[src/rtl/dirty_byte_run_tracker_macros.svh]
// Assertion macros shared by the dirty byte run tracker RTL.
// Each macro expects signals named clk and rst_n in the including scope.
`ifndef DIRTY_BYTE_RUN_TRACKER_MACROS_SVH
`define DIRTY_BYTE_RUN_TRACKER_MACROS_SVH

// The condition holds at every clock edge outside reset.
`define DBRT_ASSERT_ALWAYS(label, cond, msg) \
  label: assert property (@(posedge clk) disable iff (!rst_n) (cond)) \
    else $error(msg);

// The consequent holds in the cycle after the antecedent.
`define DBRT_ASSERT_NEXT(label, ante, cons, msg) \
  label: assert property (@(posedge clk) disable iff (!rst_n) (ante) |=> (cons)) \
    else $error(msg);

`endif

[src/rtl/dbrt_pkg.sv]
// Shared types and constants for the dirty byte run tracker.
// No dependencies; used by every RTL module of the block.
`default_nettype none

package dbrt_pkg;

  localparam int OFFSET_W  = 10;
  localparam int DATA_W    = 64;
  localparam int COUNT_W   = 4;
  localparam int ADDR_W    = 11;
  localparam int RUN_LEN_W = 6;
  localparam int BYTE_W    = 8;
  localparam logic [COUNT_W-1:0] MAX_COUNT = 4'd8;

  typedef enum logic [1:0] {
    OP_WRITE = 2'd0,
    OP_MARK  = 2'd1,
    OP_FIND  = 2'd2,
    OP_READ  = 2'd3
  } op_t;

  typedef enum logic [2:0] {
    ST_IDLE,
    ST_WRITE,
    ST_FIND_START,
    ST_FIND_RUN,
    ST_READ,
    ST_FINISH
  } state_t;

  typedef struct packed {
    logic                we;
    logic [OFFSET_W-1:0] waddr;
    logic [BYTE_W-1:0]   wdata;
    logic [OFFSET_W-1:0] raddr;
  } mem_req_t;

  typedef struct packed {
    logic                 found;
    logic [ADDR_W-1:0]    run_address;
    logic [RUN_LEN_W-1:0] run_length;
    logic [BYTE_W-1:0]    read_value;
    logic                 range_error;
  } result_t;

endpackage

`default_nettype wire

[src/rtl/dbrt_mem.sv]
// Byte storage of the cluster buffer with one write and one registered read port.
// Depends on dbrt_pkg for the request type.
`default_nettype none

module dbrt_mem
  import dbrt_pkg::*;
#(
  parameter int BUFFER_BYTES = 32
) (
  input  wire logic              clk,
  input  wire mem_req_t          mem_req,
  output logic [BYTE_W-1:0]      rd_data
);

  localparam int IDX_W = $clog2(BUFFER_BYTES);

  logic [BYTE_W-1:0] bytes_r [BUFFER_BYTES];
  logic [BYTE_W-1:0] rd_data_r;

  always_ff @(posedge clk) begin
    if (mem_req.we) begin
      bytes_r[mem_req.waddr[IDX_W-1:0]] <= mem_req.wdata;
    end
    rd_data_r <= bytes_r[mem_req.raddr[IDX_W-1:0]];
  end

  assign rd_data = rd_data_r;

endmodule

`default_nettype wire

[src/rtl/dbrt_ctrl.sv]
// Sequencer and dirty mask of the tracker: one shared position counter and
// bound compare step through writes and run searches. Depends on dbrt_pkg and the macros header.
`default_nettype none
`include "dirty_byte_run_tracker_macros.svh"

module dbrt_ctrl
  import dbrt_pkg::*;
#(
  parameter int BUFFER_BYTES = 32
) (
  input  wire logic                clk,
  input  wire logic                rst_n,
  input  wire logic                in_valid,
  output logic                     in_stall,
  input  wire logic [1:0]          in_op,
  input  wire logic [OFFSET_W-1:0] in_offset,
  input  wire logic [DATA_W-1:0]   in_data_bytes,
  input  wire logic [COUNT_W-1:0]  in_byte_count,
  output mem_req_t                 mem_req,
  input  wire logic [BYTE_W-1:0]   mem_rd_data,
  output logic                     res_valid,
  input  wire logic                res_take,
  output result_t                  res
);

  localparam int IDX_W = $clog2(BUFFER_BYTES);
  localparam int LEN_W = IDX_W + 1;
  localparam logic [ADDR_W-1:0] BUF_END = ADDR_W'(BUFFER_BYTES);

  state_t                  state_r, state_nxt;
  op_t                     op_r, op_nxt;
  logic [OFFSET_W-1:0]     offset_r, offset_nxt;
  logic [DATA_W-1:0]       data_r, data_nxt;
  logic [COUNT_W-1:0]      cnt_r, cnt_nxt;
  logic [ADDR_W-1:0]       pos_r, pos_nxt;
  logic [IDX_W-1:0]        start_r, start_nxt;
  logic [LEN_W-1:0]        len_r, len_nxt;
  logic                    err_r, err_nxt;
  logic                    found_r, found_nxt;
  logic [BUFFER_BYTES-1:0] mask_r, mask_nxt;

  logic             accept;
  logic             in_range;
  logic [IDX_W-1:0] pos_idx;
  logic             pos_dirty;
  logic             run_hit;
  logic             rd_err;

  assign accept    = in_valid && !in_stall;
  assign in_range  = pos_r < BUF_END;
  assign pos_idx   = pos_r[IDX_W-1:0];
  assign pos_dirty = in_range && mask_r[pos_idx];
  assign run_hit   = pos_dirty;
  assign rd_err    = ADDR_W'(offset_r) >= BUF_END;

  always_comb begin
    state_nxt = state_r;
    case (state_r)
      ST_IDLE: begin
        if (accept) begin
          case (op_t'(in_op))
            OP_WRITE: state_nxt = ST_WRITE;
            OP_FIND:  state_nxt = ST_FIND_START;
            OP_READ:  state_nxt = ST_READ;
            default:  state_nxt = ST_FINISH;
          endcase
        end
      end
      ST_WRITE: begin
        if (cnt_r == '0) begin
          state_nxt = ST_FINISH;
        end
      end
      ST_FIND_START: begin
        if (!in_range) begin
          state_nxt = ST_FINISH;
        end else if (pos_dirty) begin
          state_nxt = ST_FIND_RUN;
        end
      end
      ST_FIND_RUN: begin
        if (!run_hit) begin
          state_nxt = ST_FINISH;
        end
      end
      ST_READ:   state_nxt = ST_FINISH;
      ST_FINISH: begin
        if (res_take) begin
          state_nxt = ST_IDLE;
        end
      end
      default:   state_nxt = ST_IDLE;
    endcase
  end

  always_comb begin
    in_stall      = state_r != ST_IDLE;
    res_valid     = state_r == ST_FINISH;
    mem_req.we    = (state_r == ST_WRITE) && (cnt_r != '0) && in_range;
    mem_req.waddr = pos_r[OFFSET_W-1:0];
    mem_req.wdata = data_r[BYTE_W-1:0];
    mem_req.raddr = offset_r;

    res.found       = found_r;
    res.run_address = found_r ? ADDR_W'(offset_r) + ADDR_W'(start_r) : '0;
    res.run_length  = found_r ? RUN_LEN_W'(len_r) : '0;
    res.read_value  = (op_r == OP_READ && !rd_err) ? mem_rd_data : '0;
    case (op_r)
      OP_WRITE: res.range_error = err_r;
      OP_READ:  res.range_error = rd_err;
      default:  res.range_error = 1'b0;
    endcase
  end

  always_comb begin
    op_nxt     = op_r;
    offset_nxt = offset_r;
    data_nxt   = data_r;
    cnt_nxt    = cnt_r;
    pos_nxt    = pos_r;
    start_nxt  = start_r;
    len_nxt    = len_r;
    err_nxt    = err_r;
    found_nxt  = found_r;
    mask_nxt   = mask_r;
    case (state_r)
      ST_IDLE: begin
        if (accept) begin
          op_nxt     = op_t'(in_op);
          offset_nxt = in_offset;
          data_nxt   = in_data_bytes;
          cnt_nxt    = (in_byte_count > MAX_COUNT) ? MAX_COUNT : in_byte_count;
          err_nxt    = 1'b0;
          found_nxt  = 1'b0;
          len_nxt    = '0;
          start_nxt  = '0;
          if (op_t'(in_op) == OP_WRITE) begin
            pos_nxt = ADDR_W'(in_offset);
          end else begin
            pos_nxt = '0;
          end
          if (op_t'(in_op) == OP_MARK) begin
            mask_nxt = '1;
          end
        end
      end
      ST_WRITE: begin
        if (cnt_r != '0) begin
          if (in_range) begin
            mask_nxt[pos_idx] = 1'b1;
          end else begin
            err_nxt = 1'b1;
          end
          pos_nxt  = pos_r + ADDR_W'(1);
          cnt_nxt  = cnt_r - COUNT_W'(1);
          data_nxt = data_r >> BYTE_W;
        end
      end
      ST_FIND_START: begin
        if (pos_dirty) begin
          start_nxt = pos_idx;
        end else if (in_range) begin
          pos_nxt = pos_r + ADDR_W'(1);
        end
      end
      ST_FIND_RUN: begin
        if (run_hit) begin
          mask_nxt[pos_idx] = 1'b0;
          len_nxt           = len_r + LEN_W'(1);
          found_nxt         = 1'b1;
          pos_nxt           = pos_r + ADDR_W'(1);
        end
      end
      default: begin
      end
    endcase
  end

  always_ff @(posedge clk) begin
    if (!rst_n) begin
      state_r <= ST_IDLE;
      mask_r  <= '0;
    end else begin
      state_r <= state_nxt;
      mask_r  <= mask_nxt;
    end
    op_r     <= op_nxt;
    offset_r <= offset_nxt;
    data_r   <= data_nxt;
    cnt_r    <= cnt_nxt;
    pos_r    <= pos_nxt;
    start_r  <= start_nxt;
    len_r    <= len_nxt;
    err_r    <= err_nxt;
    found_r  <= found_nxt;
  end

  `DBRT_ASSERT_ALWAYS(a_cnt_bound, (state_r != ST_WRITE) || (cnt_r <= MAX_COUNT), "count over 8")
  `DBRT_ASSERT_ALWAYS(a_found_len, !(state_r == ST_FINISH && found_r) || (len_r != '0), "empty run")
  `DBRT_ASSERT_NEXT(a_run_clear, state_r == ST_FIND_RUN && run_hit, !mask_r[$past(pos_idx)], "bit kept")
  `DBRT_ASSERT_NEXT(a_accept_busy, accept, state_r != ST_IDLE, "accepted word ignored")

endmodule

`default_nettype wire

[src/rtl/dirty_byte_run_tracker.sv]
// Dirty byte run tracker: one word at a time. A write stores and marks byte_count
// bytes from the offset (a count above 8 counts as 8), mark-all sets every mask bit,
// read returns one buffer byte, and find steps the shared position counter up from
// index 0 to the first dirty run and clears it. A new word is taken only after the
// last result has passed to the output register, which output stalls can hold back.
// Reset clears the dirty mask and control state; buffer bytes are not cleared.
`default_nettype none

module dirty_byte_run_tracker
  import dbrt_pkg::*;
#(
  parameter int BUFFER_BYTES = 32
) (
  input  wire logic                 clk,
  input  wire logic                 rst_n,
  input  wire logic                 in_valid,
  output logic                      in_stall,
  input  wire logic [1:0]           in_op,
  input  wire logic [OFFSET_W-1:0]  in_offset,
  input  wire logic [DATA_W-1:0]    in_data_bytes,
  input  wire logic [COUNT_W-1:0]   in_byte_count,
  output logic                      out_valid,
  input  wire logic                 out_stall,
  output logic                      out_found,
  output logic [ADDR_W-1:0]         out_run_address,
  output logic [RUN_LEN_W-1:0]      out_run_length,
  output logic [BYTE_W-1:0]         out_read_value,
  output logic                      out_range_error
);

  mem_req_t          mem_req;
  logic [BYTE_W-1:0] mem_rd_data;
  logic              res_valid;
  logic              res_take;
  result_t           res;
  result_t           out_res_r;
  logic              out_valid_r, out_valid_nxt;

  dbrt_mem #(
    .BUFFER_BYTES(BUFFER_BYTES)
  ) u_mem (
    .clk     (clk),
    .mem_req (mem_req),
    .rd_data (mem_rd_data)
  );

  dbrt_ctrl #(
    .BUFFER_BYTES(BUFFER_BYTES)
  ) u_ctrl (
    .clk           (clk),
    .rst_n         (rst_n),
    .in_valid      (in_valid),
    .in_stall      (in_stall),
    .in_op         (in_op),
    .in_offset     (in_offset),
    .in_data_bytes (in_data_bytes),
    .in_byte_count (in_byte_count),
    .mem_req       (mem_req),
    .mem_rd_data   (mem_rd_data),
    .res_valid     (res_valid),
    .res_take      (res_take),
    .res           (res)
  );

  assign res_take = res_valid && (!out_valid_r || !out_stall);

  always_comb begin
    if (res_take) begin
      out_valid_nxt = 1'b1;
    end else if (!out_stall) begin
      out_valid_nxt = 1'b0;
    end else begin
      out_valid_nxt = out_valid_r;
    end
  end

  always_ff @(posedge clk) begin
    if (!rst_n) begin
      out_valid_r <= 1'b0;
    end else begin
      out_valid_r <= out_valid_nxt;
    end
    if (res_take) begin
      out_res_r <= res;
    end
  end

  assign out_valid       = out_valid_r;
  assign out_found       = out_res_r.found;
  assign out_run_address = out_res_r.run_address;
  assign out_run_length  = out_res_r.run_length;
  assign out_read_value  = out_res_r.read_value;
  assign out_range_error = out_res_r.range_error;

endmodule

`default_nettype wire
[config.mk]
export PLATFORM = sky130hd
export DESIGN_NAME = dirty_byte_run_tracker
export DESIGN_NICKNAME = d
export VERILOG_FILES = /design/src/rtl/dbrt_pkg.sv /design/src/rtl/dbrt_mem.sv /design/src/rtl/dbrt_ctrl.sv /design/src/rtl/dirty_byte_run_tracker.sv
export VERILOG_INCLUDE_DIRS = /design/src /design/src/rtl
export SDC_FILE = /design/constraint.sdc
export NUM_CORES = 1
export LEC_CHECK = 0
export BUFFER_PORTS_ARGS = -buffer_cell sky130_fd_sc_hd__buf_2
export CORE_MARGIN = 4
export CORE_UTILIZATION = 40
export CTS_BUF_LIST = sky130_fd_sc_hd__clkbuf_4 sky130_fd_sc_hd__clkbuf_8
export CTS_CLUSTER_DIAMETER = 120
export DETAILED_ROUTE_END_ITERATION = 7
export PLACE_DENSITY = 0.54
export SLEW_MARGIN = 40
export SYNTH_ARGS = -nofsm -noshare
export SYNTH_HDL_FRONTEND = slang
export SYNTH_SLANG_ARGS = --single-unit
[constraint.sdc]
create_clock -name clk -period 7.05 [get_ports clk]
set_input_delay 1.0575 -clock clk [delete_from_list [all_inputs] [get_ports clk]]
set_output_delay 1.0575 -clock clk [all_outputs]
set_load 0.02 [all_outputs]
; ---- Yosys cells after proc, flatten, opt, wreduce, memory -nomap -nowiden
; Memory sizes are Yosys's and may differ from the RTL's. A register that Yosys moved wholly into a read port is not among the register bits.
; Index checks and enable logic that the tools add are counted.
; Widths: inputs -> output; s select.
[classes]
add_sub_neg = 4
n_lt_le_gt_ge = 5
eq_ne = 23
n_mux = 49
n_bitwise = 3
n_reduce_logical = 31
[op_table]
columns = operator, count
row1 = $mux 32, 5
row2 = $mux 64, 2
row3 = $pmux 64 s2, 1
row4 = $pmux 32 s3, 1
row5 = $mux 11, 5
row6 = $pmux 11 s4, 1
row7 = $and 32x32->32, 1
row8 = $not 32->32, 1
row9 = $or 32x32->32, 1
row10 = $mux 3, 6
row11 = $ne 2x1->1 const B, 9
row12 = $pmux 3 s6, 1
row13 = $mux 4, 3
row14 = $mux 6, 2
row15 = $pmux 6 s2, 1
row16 = $reduce_and 6->1, 2
row17 = $add 10x5->11, 1
row18 = $add 11x1->11 const B, 1
row19 = $lt 11x6->1 const B, 1
row20 = $ge 10x6->1 const B, 1
row21 = $mux 1, 10
row22 = $mux 10, 1
row23 = $mux 5, 2
row24 = $pmux 5 s2, 1
row25 = 30 further kinds, 55
[totals]
register_bits = 167
ramBits = 256
in_bits = 84
out_inout_bits = 29
word_cells = 133
n_memories = 1
[mem_list]
columns = name, words, width, read_ports, rd_clocked_by_memory_dff, write_ports, line_no
row1 = u_mem.bytes_r, 32, 8, 1, 1, 1, dbrt_mem.sv:17  ; logic [BYTE_W-1:0] bytes_r [BUFFER_BYTES];

; ---- Logic depth before layout (Yosys ltp)
; Gate-level depths: netlist (run 1).
[depth]
word_depth = 8
depth_mapped = 11
ltp_nobuf = 8

; ---- By module
; A second synthesis (run 1) with hierarchy kept.
[unflattened]
hier_cells = 1229
area_unflattened_um2 = 18432.7
[by_module_without_submodules]
columns = mod, n_inst, cells_per_inst, area_each_um2, seq_area_each_um2
row1 = dbrt_mem, 1, 417, 10053.4, 7847.5
row2 = dbrt_ctrl, 1, 781, 7529.7, 3823.7
row3 = dirty_byte_run_tracker, 1, 31, 849.6, 830.8

; ---- Worst setup path after synthesis (run 1)
; No wires, ideal clock.
[synth_timing]
path_type = register to register
from = register u_ctrl.pos_r[0]
to = register u_ctrl.pos_r[0] (enable)
setup_time_ps = 412
arrival_ps = 2875
required_time_ps = 6638
path_slack_ps = 3763
path_stages_with_launch = 11
n_path_buf = 4
synth_period_minus_slack_ps = 3287
path_cell_list = edfxtp_1 > buf_6 > buf_12 > mux2i_1 > a22oi_1 > nand4_1 > and4_1 > buf_6 > buf_2 > xnor2_1 > o41ai_1
[synth_between]
elab_chain_cells = 5
elab_cells_between_ends = 8
cone_classes = order compare: 1 / eq/ne: 3 / mux: 2 / reduce/logical: 2
[synth_lines]
columns = item, line_no
row1 = from (decl), dbrt_ctrl.sv:35  ; logic [ADDR_W-1:0] pos_r, pos_nxt;
row2 = from (signal assigned), dbrt_ctrl.sv:191  ; pos_r <= pos_nxt;
row3 = $bmux 1 s5, dbrt_ctrl.sv:52  ; assign pos_dirty = in_range && mask_r[pos_idx];
row4 = $mux 1 (not written as such), dbrt_ctrl.sv:52
row5 = $logic_and 1x1->1, dbrt_ctrl.sv:52
row6 = $ne 2x2->1 (no line) / $ne 2x1->1 (equally long branches), --
row7 = $reduce_and 6->1 (no line) *, --
; Every way passes the cells marked *; elsewhere a longest branch is shown, timed or not. The select of a mux whose other input is x is not followed.
; A chain may end at the register's enable or synchronous reset.

; ---- Worst setup path after layout (run 1)
[layout_timing]
from = register u_ctrl.state_r[1]
to = memory u_mem.bytes_r[14][0] (enable)
[layout_between]
elab_chain_cells = 5
[layout_lines]
columns = item, line_no
row1 = from (decl), dbrt_ctrl.sv:30  ; state_t state_r, state_nxt;
row2 = from (signal assigned), dbrt_ctrl.sv:184  ; state_r <= state_nxt;
row3 = $eq 3x1->1, dbrt_ctrl.sv:99  ; mem_req.we = (state_r == ST_WRITE) && (cnt_r != '0) && in_range;
row4 = $logic_and 1x1->1 (2 in series), dbrt_ctrl.sv:99
row5 = $mux 1, dbrt_mem.sv:21  ; if (mem_req.we) begin
row6 = $mux 1 (not written as such), dbrt_mem.sv:22  ; bytes_r[mem_req.waddr[IDX_W-1:0]] <= mem_req.wdata;
row7 = to (decl), dbrt_mem.sv:17
; Every way passes these cells.

==> impl_metrics.yaml, run 1 <==
status:
  status: "completed"
timing:
  finalCritPeriodShare_pct: 45.7
  slew_viol_final: 0
  tightest_slew_ns: 0.823
  rsz0062_at_grt: "no"
  finalCriticalPeriod_ns: 3.22
  maxSlewHeadroom_pct: 44.9
  max_freq_mhz: 310
  hold_viol_final: 0
  tns_ns: 0
  fin_skew_ns: 0.0255
  hold-worst-slack_ns: 0.495
  setup_violations: 0
die:
  start_util_pct: 40.4
  rows: 78
  ios: 113
  die-area_um2: 49200
  die_h_um: 222
  die-width_um: 222
  core_area_um2: 45300
setup_path:
  critPathRequiredTime_ns: 7.35
  cp_max_fo: 74
  crit_type: "register to register"
  critical_path_arrival_ns: 3.52
  crit_path_end_kind: "register"
  start_kind: "register"
worst_hold_path:
  hold_path_class: "register to register"
final_layout:
  final_nets: 1460
  layout_common_cells: "edfxtp_1, nand2_1, buf_2"
  syn2layout_area_growth_pct: 15.3
  final_cells: 2023
  drive_above_1_share_pct: 26.7
  fin_area_um2: 21100
  final_common_cell: "edfxtp_1"
grt:
  antenna_found_initial: 8
  grt_pass1_vias: 11100
  grt-ovfl-total: 0
  grt_max_degree: 75
  grt_usage_pct: 17.4
  grt_first_pass_wirelength_um: 66400
clock_tree:
  cts_tree: "done"
  h-tree-depth: 3
  cts_sinks: 431
  cts_buffer_depth: 3
  cts_hold_buffers: 0
  clock_latency_ns: 0.64
  numCtsBuffers: 75
  post_cts_resized: 0
  clk_pin_slew_ns: 0.06
  root_buffer: "clkbuf_8"
  postCtsSetupBuffers: 0
placement:
  dp.cells: 1885
  hpwl_um: 27800
  io_buffers: 112
  gp_congestion: 0.763
  placed_area_um2: 19600
route:
  firstDrtPassIters: 5
  drc_errors: 0
  routed_via_density: 5.29
  drt_wl_total_um: 42800
  ant_nets: 0
  wl_per_cell_um: 21.2
  vias: 10700
  dr.first_iter.drc_count: 831
synth:
  synth_top_area_share_pct: 63.5
  synth_largest_area_cell: "edfxtp_1"
  yosys.cell_types.count: 50
  netlist_area_um2: 18300
  syn_inst: 1220
  ys_ff_latch: 431
  synth_area_per_cell_um2: 15.0
  syn-num-nets: 1318
  synth_top_flop_cell: "edfxtp_1"
  synth_edf_count: 387
  yosysWarningCount: 0
  synth_async_sr_flop_share_pct: 0
  ys_seq_area_share_pct: 68.3
  yosys-top-cells-area: "edfxtp_1, mux4_2, dfxtp_1, nand2_1, o221a_1"
job:
  max_cap_viol_count: 0
pwr:
  ir_drop_mv: 0.159
  p_leak_uw: 0.00755
  power_density_nw_per_um2: 302
[metrics by stage]
stage               utilization [%]  worst slack (ns)  total power [uW]
CTS                            46.6              3.84              6450
global placement               42.8              3.72              4130
floorplan                         -              3.76              3850
global route                   46.6              3.56              6700
detailed placement             43.3              3.85              4180
finish                         46.6              3.83              6380
[layer usage]
metal | GRT usage, % | vias up | part of all wire (%)
met5 | 0 | - | 0.030
li1 | - | 4926 | -
met3 | 4.40 | 85 | 6.2
met4 | 4.94 | 2 | 2.4
met1 | 24.3 | 5356 | 44
met2 | 27.4 | 324 | 47
[report_power, final]
group	switching [uW]	leakage, uW	internal [uW]	total, uW
registers	141	0.00395	3070	3210
logic	551	0.00282	354	905
clock network	1020	0.000776	1240	2260
[worst max-delay path, cell delays in order, from the launching register on]
cell and delay (ns):
dfxtp_1 0.78, clkinv_1 0.48, nand2_2 0.13, buf_4 0.57, a21oi_1 0.08, nand2_1 0.10, buf_4 0.39, nor2_1 0.32
[registers in the layout (all words and copies together) (netlist names), 2 cells and up]
signal and count:
u_mem.rd_data 8, u_mem.bytes_r 256, u_ctrl.offset_r 10, u_ctrl.state_r 3
u_ctrl.data_r 64, out_run_length 6, u_ctrl.mask_r 32, u_ctrl.cnt_r 4
u_ctrl.op_r 2, u_ctrl.len_r 6, u_ctrl.pos_r 11, out_run_address 11
u_ctrl.start_r 5, out_read_value 8
[cells by family (layout without fill, tap and decap cells)]
logic type                 count (synthesis)  count (layout)  share of synthesized area [%]
DFF                                      431             431                           68.3
other                                      0               2                              0
buffers and inverters                     91             292                           2.26
AOI/OAI and AO/OA                        135             135                           5.64
and+or+nand+nor                          425             425                           10.6
muxes                                    105             105                           11.3
xor gates and xnor gates                  19              19                          0.910
adders and majority gates                 14              14                          0.998
[layout make-up]
| class | instances | area, um^2 |
|---|---|---|
| clock buffers | 106 | 1310 |
| diodes | 2 | 5.00 |
| well taps | 600 | 751 |
| multi-input cells | 698 | 5450 |
| flip-flops and latches | 431 | 12500 |
| repair buffers | 142 | 853 |
| inverters | 14 | 55.1 |
| fillers | 4061 | 24200 |
| clock inverters | 30 | 175 |
[cell usage after synthesis (all sizes together) (17+ instances only)]
library cell / number
a21o: 34
nor3b: 28
edfxtp: 387
mux4: 80
nand3: 40
clkbuf: 54
dfxtp: 44
nor2: 55
and2: 32
mux2i: 17
buf: 23
nand2: 229
o221a: 32
o21ai: 30
[final timing paths]
kind | from | slack, ns | cells past startpoint | endpoint
setup / recovery | u_ctrl.state_r[1] | 3.83 | 7 | u_mem.bytes_r[14][0]
hold / removal | u_ctrl.data_r[35] | 0.49 | 2 | u_ctrl.data_r[27]
hold reg to reg | u_ctrl.data_r[35] | 0.49 | 2 | u_ctrl.data_r[27]
setup reg to reg | u_ctrl.state_r[1] | 3.83 | 7 | u_mem.bytes_r[14][0]
No activity file was read; power rests on OpenSTA's default activity.
==> run 2: changes to the inputs <==
PLACE_DENSITY = 0.57   (was 0.54)
clock period = 2.9 ns   (was 7.05 ns; I/O delays follow)
==> run 2 against run 1 <==
Net effect:
- critical path depth did not move
- wire length is 0.42% lower
- hold slack got worse by 0.44 ns
- non-clock buffer count is 46 higher
- register-to-register slack got worse by 3.4 ns
- die area is the same
- sequential share of layout area shrank 0.84 points
- total power rose by 140%
- first-iteration DRC count up 2.9%
- clock power is 140% higher
- count of clock-buffer cells in the layout grew 8
- via count is 1.7% higher
- critical path type unchanged
- critical endpoint is now u_ctrl.mask_r[12]
==> impl_metrics.yaml, run 2 (synthesis gave the netlist of run 1 again) <==
clock_tree:
  post_cts_resized: 0
  cts_tree: "done"
  cts_sinks: 431
  cts_buffer_depth: 3
  clock_latency_ns: 0.60
  clk_pin_slew_ns: 0.06
  numCtsBuffers: 75
  root_buffer: "clkbuf_8"
  h-tree-depth: 3
  cts_hold_buffers: 3
  postCtsSetupBuffers: 0
setup_path:
  crit_type: "register to register"
  start_kind: "register"
  cpPeakStageDelay_ns: 0.54
  critPathRequiredTime_ns: 3.36
  slowest_stage: "edfxtp_1"
  crit_path_end_kind: "register"
  critical_path_arrival_ns: 2.92
  crit_chain: "nor2b_1 > a22oi_1 > nand4_1 > and4_1 > or3_1 > buf_4 > o221a_1"
  cp_max_fo: 33
grt:
  grt_max_degree: 73
  grt_pass1_vias: 11200
  antenna_found_initial: 0
  grt-ovfl-total: 0
  grt_usage_pct: 17.2
  grt_first_pass_wirelength_um: 66400
placement:
  hpwl_um: 26300
  dp.cells: 1926
  io_buffers: 112
  gp_congestion: 0.787
timing:
  fin_skew_ns: 0.0315
  finalCriticalPeriod_ns: 2.46
  hold_viol_final: 0
  slew_viol_final: 0
  tns_ns: 0
  tightest_slew_ns: 0.799
  max_freq_mhz: 407
  maxSlewHeadroom_pct: 46.5
  setup_violations: 0
  finalCritPeriodShare_pct: 84.7
  rsz0062_at_grt: "no"
job:
  max_cap_viol_count: 0
final_layout:
  drive_above_1_share_pct: 27.4
  largest_reg_flops: 256
  n_antenna_cell: 0
  nFillCells: 4035
  layout_common_cells: "edfxtp_1, nand2_1, buf_2"
  final_cells: 2066
  final_common_cell: "edfxtp_1"
  syn2layout_area_growth_pct: 17.0
  final_nets: 1506
die:
  start_util_pct: 40.4
  die-width_um: 222
  core_area_um2: 45300
  rows: 78
  ios: 113
  die-area_um2: 49200
  die_h_um: 222
route:
  ant_nets: 0
  vias: 10900
  drc_errors: 0
  dr.first_iter.drc_count: 855
  routed_via_density: 5.26
  wl_per_cell_um: 20.6
  firstDrtPassIters: 5
  drt_wl_total_um: 42600
pwr:
  ir_drop_mv: 0.308
  power_uw: 15400
  p_leak_uw: 0.00782
  power_density_nw_per_um2: 722
worst_hold_path:
  hold_path_class: "input port to register"
status:
  status: "completed"
[run 2: changes by cell type in the layout (fill, tap and decap cells not counted), sizes merged]
cell,change
clkinvlp,-3
buf,+43
clkbuf,+8
clkinv,-4
bufinv,-1
inv,-1
diode,-2
dlygate4sd3,+3
[run 2: final timing paths]
| kind | startpoint | endpoint | slack, ns | depth (start not counted) |
|---|---|---|---|---|
| worst max register to register | u_ctrl.pos_r[4] | u_ctrl.mask_r[12] | 0.44 | 7 |
| worst min register to register | u_ctrl.data_r[19] | u_ctrl.data_r[11] | 0.50 | 2 |
| worst min-delay path | in_offset[4] | u_ctrl.offset_r[4] | 0.05 | 1 |
| worst max-delay path | u_ctrl.pos_r[4] | u_ctrl.mask_r[12] | 0.44 | 7 |
[run 2: metal layers]
metal	share of wire, %	track usage [%]	up-vias
li1	-	-	5020
met1	45	24.6	5461
met2	47	27.4	334
met3	6.0	3.22	57
met4	1.5	4.82	0
met5	0	0	-
[run 2: stage by stage]
step / util (%) / setup slack, ns / hold slack (ns) / cell area [um^2]
6_report: 47.3 / 0.442 / 0.0517 / 21400
5_1_grt: 47.3 / 0.242 / 0.0194 / 21400
3_3_place_gp: 43.7 / 0.441 / 0.494 / 19800
2_1_floorplan: - / 0.126 / 0.482 / 18300
3_5_place_dp: 43.9 / 0.439 / 0.496 / 19900
4_1_cts: 47.2 / 0.443 / 0.00718 / 21400
[run 2: area by class of cell]
cell class | instances | area, um^2 | area share, %
timing repair buffer | 188 | 1220 | 5.69
clock buffer | 114 | 1390 | 6.51
sequential | 431 | 12500 | 58.4
clock inverter | 21 | 92.6 | 0.432
inverter | 14 | 52.6 | 0.245
tap | 600 | 751 | 3.51
multi-input combinational | 698 | 5400 | 25.2
[run 2: critical path: cells and delay by family (launching register included)]
kind                   cells  cell delay, ns
DFF                        1            0.54
buffers and inverters      1            0.27
and+or+nand+nor            4            1.01
AOI/OAI and AO/OA          2            0.49
[run 2: where the power goes]
group / switching [uW] / leakage (uW) / internal, uW
Combinational: 1340 / 0.00307 / 891
Sequential: 303 / 0.00395 / 7470
Clock: 2390 / 0.000789 / 3060
Total: 4030 / 0.00782 / 11400
==> run 3: changes to the inputs <==
clock period = 2.2 ns   (was 2.9 ns; I/O delays follow)
==> run 3 against run 2 <==
Net effect:
- total power increased by 36%
- hold slack got worse by 0.0024 ns
- first-iteration DRC count increased by 17%
- sequential power increased by 33%
- via count increased by 3.8%
- fmax increased by 8.6%
- core utilization increased by 3.9 points
- clock power increased by 32%
- the run now ends with negative setup slack left
==> impl_metrics.yaml, run 3 (synthesis gave the netlist of run 1 again) <==
route:
  wl_per_cell_um: 20.1
  drt_wl_total_um: 43800
  drc_errors: 0
  vias: 11300
  dr.first_iter.drc_count: 1004
  firstDrtPassIters: 7
  routed_via_density: 5.19
  ant_nets: 0
grt:
  grt_pass1_vias: 11800
  grt_usage_pct: 17.7
  grt_max_degree: 74
  grt-ovfl-total: 0
  antenna_found_initial: 0
  grt_first_pass_wirelength_um: 68300
setup_path:
  critPathRequiredTime_ns: 2.71
  crit_start: "u_ctrl.offset_r[0]"
  crit_type: "register to register"
  crit_path_end_kind: "register"
  start_kind: "register"
  critical_path_arrival_ns: 2.78
  reg2reg_from: "u_ctrl.offset_r[0]"
  cp_max_fo: 13
timing:
  tightest_slew_ns: 0.686
  tns_ns: -0.167
  finalCritPeriodShare_pct: 103
  fin_skew_ns: 0.0307
  maxSlewHeadroom_pct: 54.2
  rsz0062_at_grt: "yes"
  slew_viol_final: 0
  setup_slack_ns: -0.0631
  finalCriticalPeriod_ns: 2.26
  setup_violations: 5
  hold_viol_final: 0
  max_freq_mhz: 442
placement:
  gp_congestion: 0.812
  placed_area_um2: 20700
  hpwl_um: 28800
  io_buffers: 112
  dp_slack_ns: -0.148
die:
  start_util_pct: 40.4
  core_area_um2: 45300
  die-area_um2: 49200
  die_h_um: 222
  ios: 113
  rows: 78
  die-width_um: 222
worst_hold_path:
  hold_path_class: "input port to register"
  min-delay-start: "in_byte_count[0]"
final_layout:
  final_common_cell: "edfxtp_1"
  nFillCells: 3788
  final_nets: 1619
  register_area_um2: 12500
  multiInputGateArea_um2: 5610
  layout_common_cells: "edfxtp_1, nand2_1, buf_2"
  largest_reg_flops: 256
  n_antenna_cell: 0
  fin_area_um2: 23200
  drive_above_1_share_pct: 30.7
  syn2layout_area_growth_pct: 26.6
clock_tree:
  cts_buffer_depth: 3
  clk_pin_slew_ns: 0.06
  cts_sinks: 431
  cts_tree: "done"
  clock_latency_ns: 0.62
  numCtsBuffers: 72
  h-tree-depth: 3
  root_buffer: "clkbuf_8"
job:
  max_cap_viol_count: 0
pwr:
  power_density_nw_per_um2: 906
  p_leak_uw: 0.00847
  ir_drop_mv: 0.565
status:
  violations: "negative setup slack"
  status: "complete, but fails checks"
-- run 3: changes by cell type in the layout (fill, tap and decap cells not counted), moves of 3 or more --
| cell | delta |
|---|---|
| buf_12 | +37 |
| inv_8 | +3 |
| nor2_1 | -30 |
| dlygate4sd3_1 | +75 |
| nor2_4 | +9 |
| buf_4 | -3 |
| clkinv_2 | -4 |
| nor2_2 | +21 |
| buf_6 | +7 |
| clkbuf_8 | -7 |
| nand2_1 | -3 |
| clkinv_1 | -5 |
-- run 3: final cells by class --
type | instances | share of cell area (%)
flip-flops and latches | 431 | 54.0
well taps | 600 | 3.24
clock buffers | 107 | 5.60
inverters | 14 | 0.243
multi-input cells | 698 | 24.2
repair buffers | 304 | 11.9
clock inverters | 19 | 0.746
-- run 3: routing by layer --
metal  share of wire, %  GRT usage (%)  vias up
met3                5.7           3.81       63
met2                 48           28.6      335
met5                  0              0        -
met4                1.8           4.46        0
li1                   -              -     5247
met1                 45           24.8     5640
-- run 3: critical path, cell delays in order, from the launching register on --
cell	delay [ns]
edfxtp_1	0.42
buf_12	0.21
buf_12	0.16
mux4_2	0.55
mux4_2	0.54
mux2_4	0.28
-- run 3: power breakdown --
group	internal [uW]	total (uW)	switching (uW)
sequential	9850	10300	418
combinational	1550	3490	1940
clock	4040	7220	3170
total	15400	21000	5530
-- run 3: what timing repair did --
| item | CTS | global route |
|---|---|---|
| pin swaps | 0 | 4 |
| setup endpoints to repair | 73 | 91 |
| endpoints found under the hold margin | 79 | 0 |
| hold buffers | 78 | 0 |
| gates resized for setup | 6 | 15 |
| setup buffers | 2 | 8 |
-- run 3: per-stage QoR --
stage | std cells | util [%] | hold WS [ns] | total power, uW
floorplan | 1220 | - | 0.429 | 12400
global placement | 1949 | 45.5 | 0.490 | 13600
detailed placement | 1959 | 45.8 | 0.493 | 13700
CTS | 2165 | 50.8 | 0.0105 | 21100
global route | 2173 | 51.1 | 0.0432 | 22000
finish | 2173 | 51.1 | 0.0494 | 21000
-- run 3: final timing paths --
| check | end | cells after the start | slack, ns |
|---|---|---|---|
| worst max-delay path | u_mem.rd_data[1] | 5 | -0.06 |
| worst min-delay path | u_ctrl.cnt_r[0] | 3 | 0.05 |
| worst max register to register | u_mem.rd_data[1] | 5 | -0.06 |
| worst min register to register | u_ctrl.data_r[54] | 2 | 0.51 |
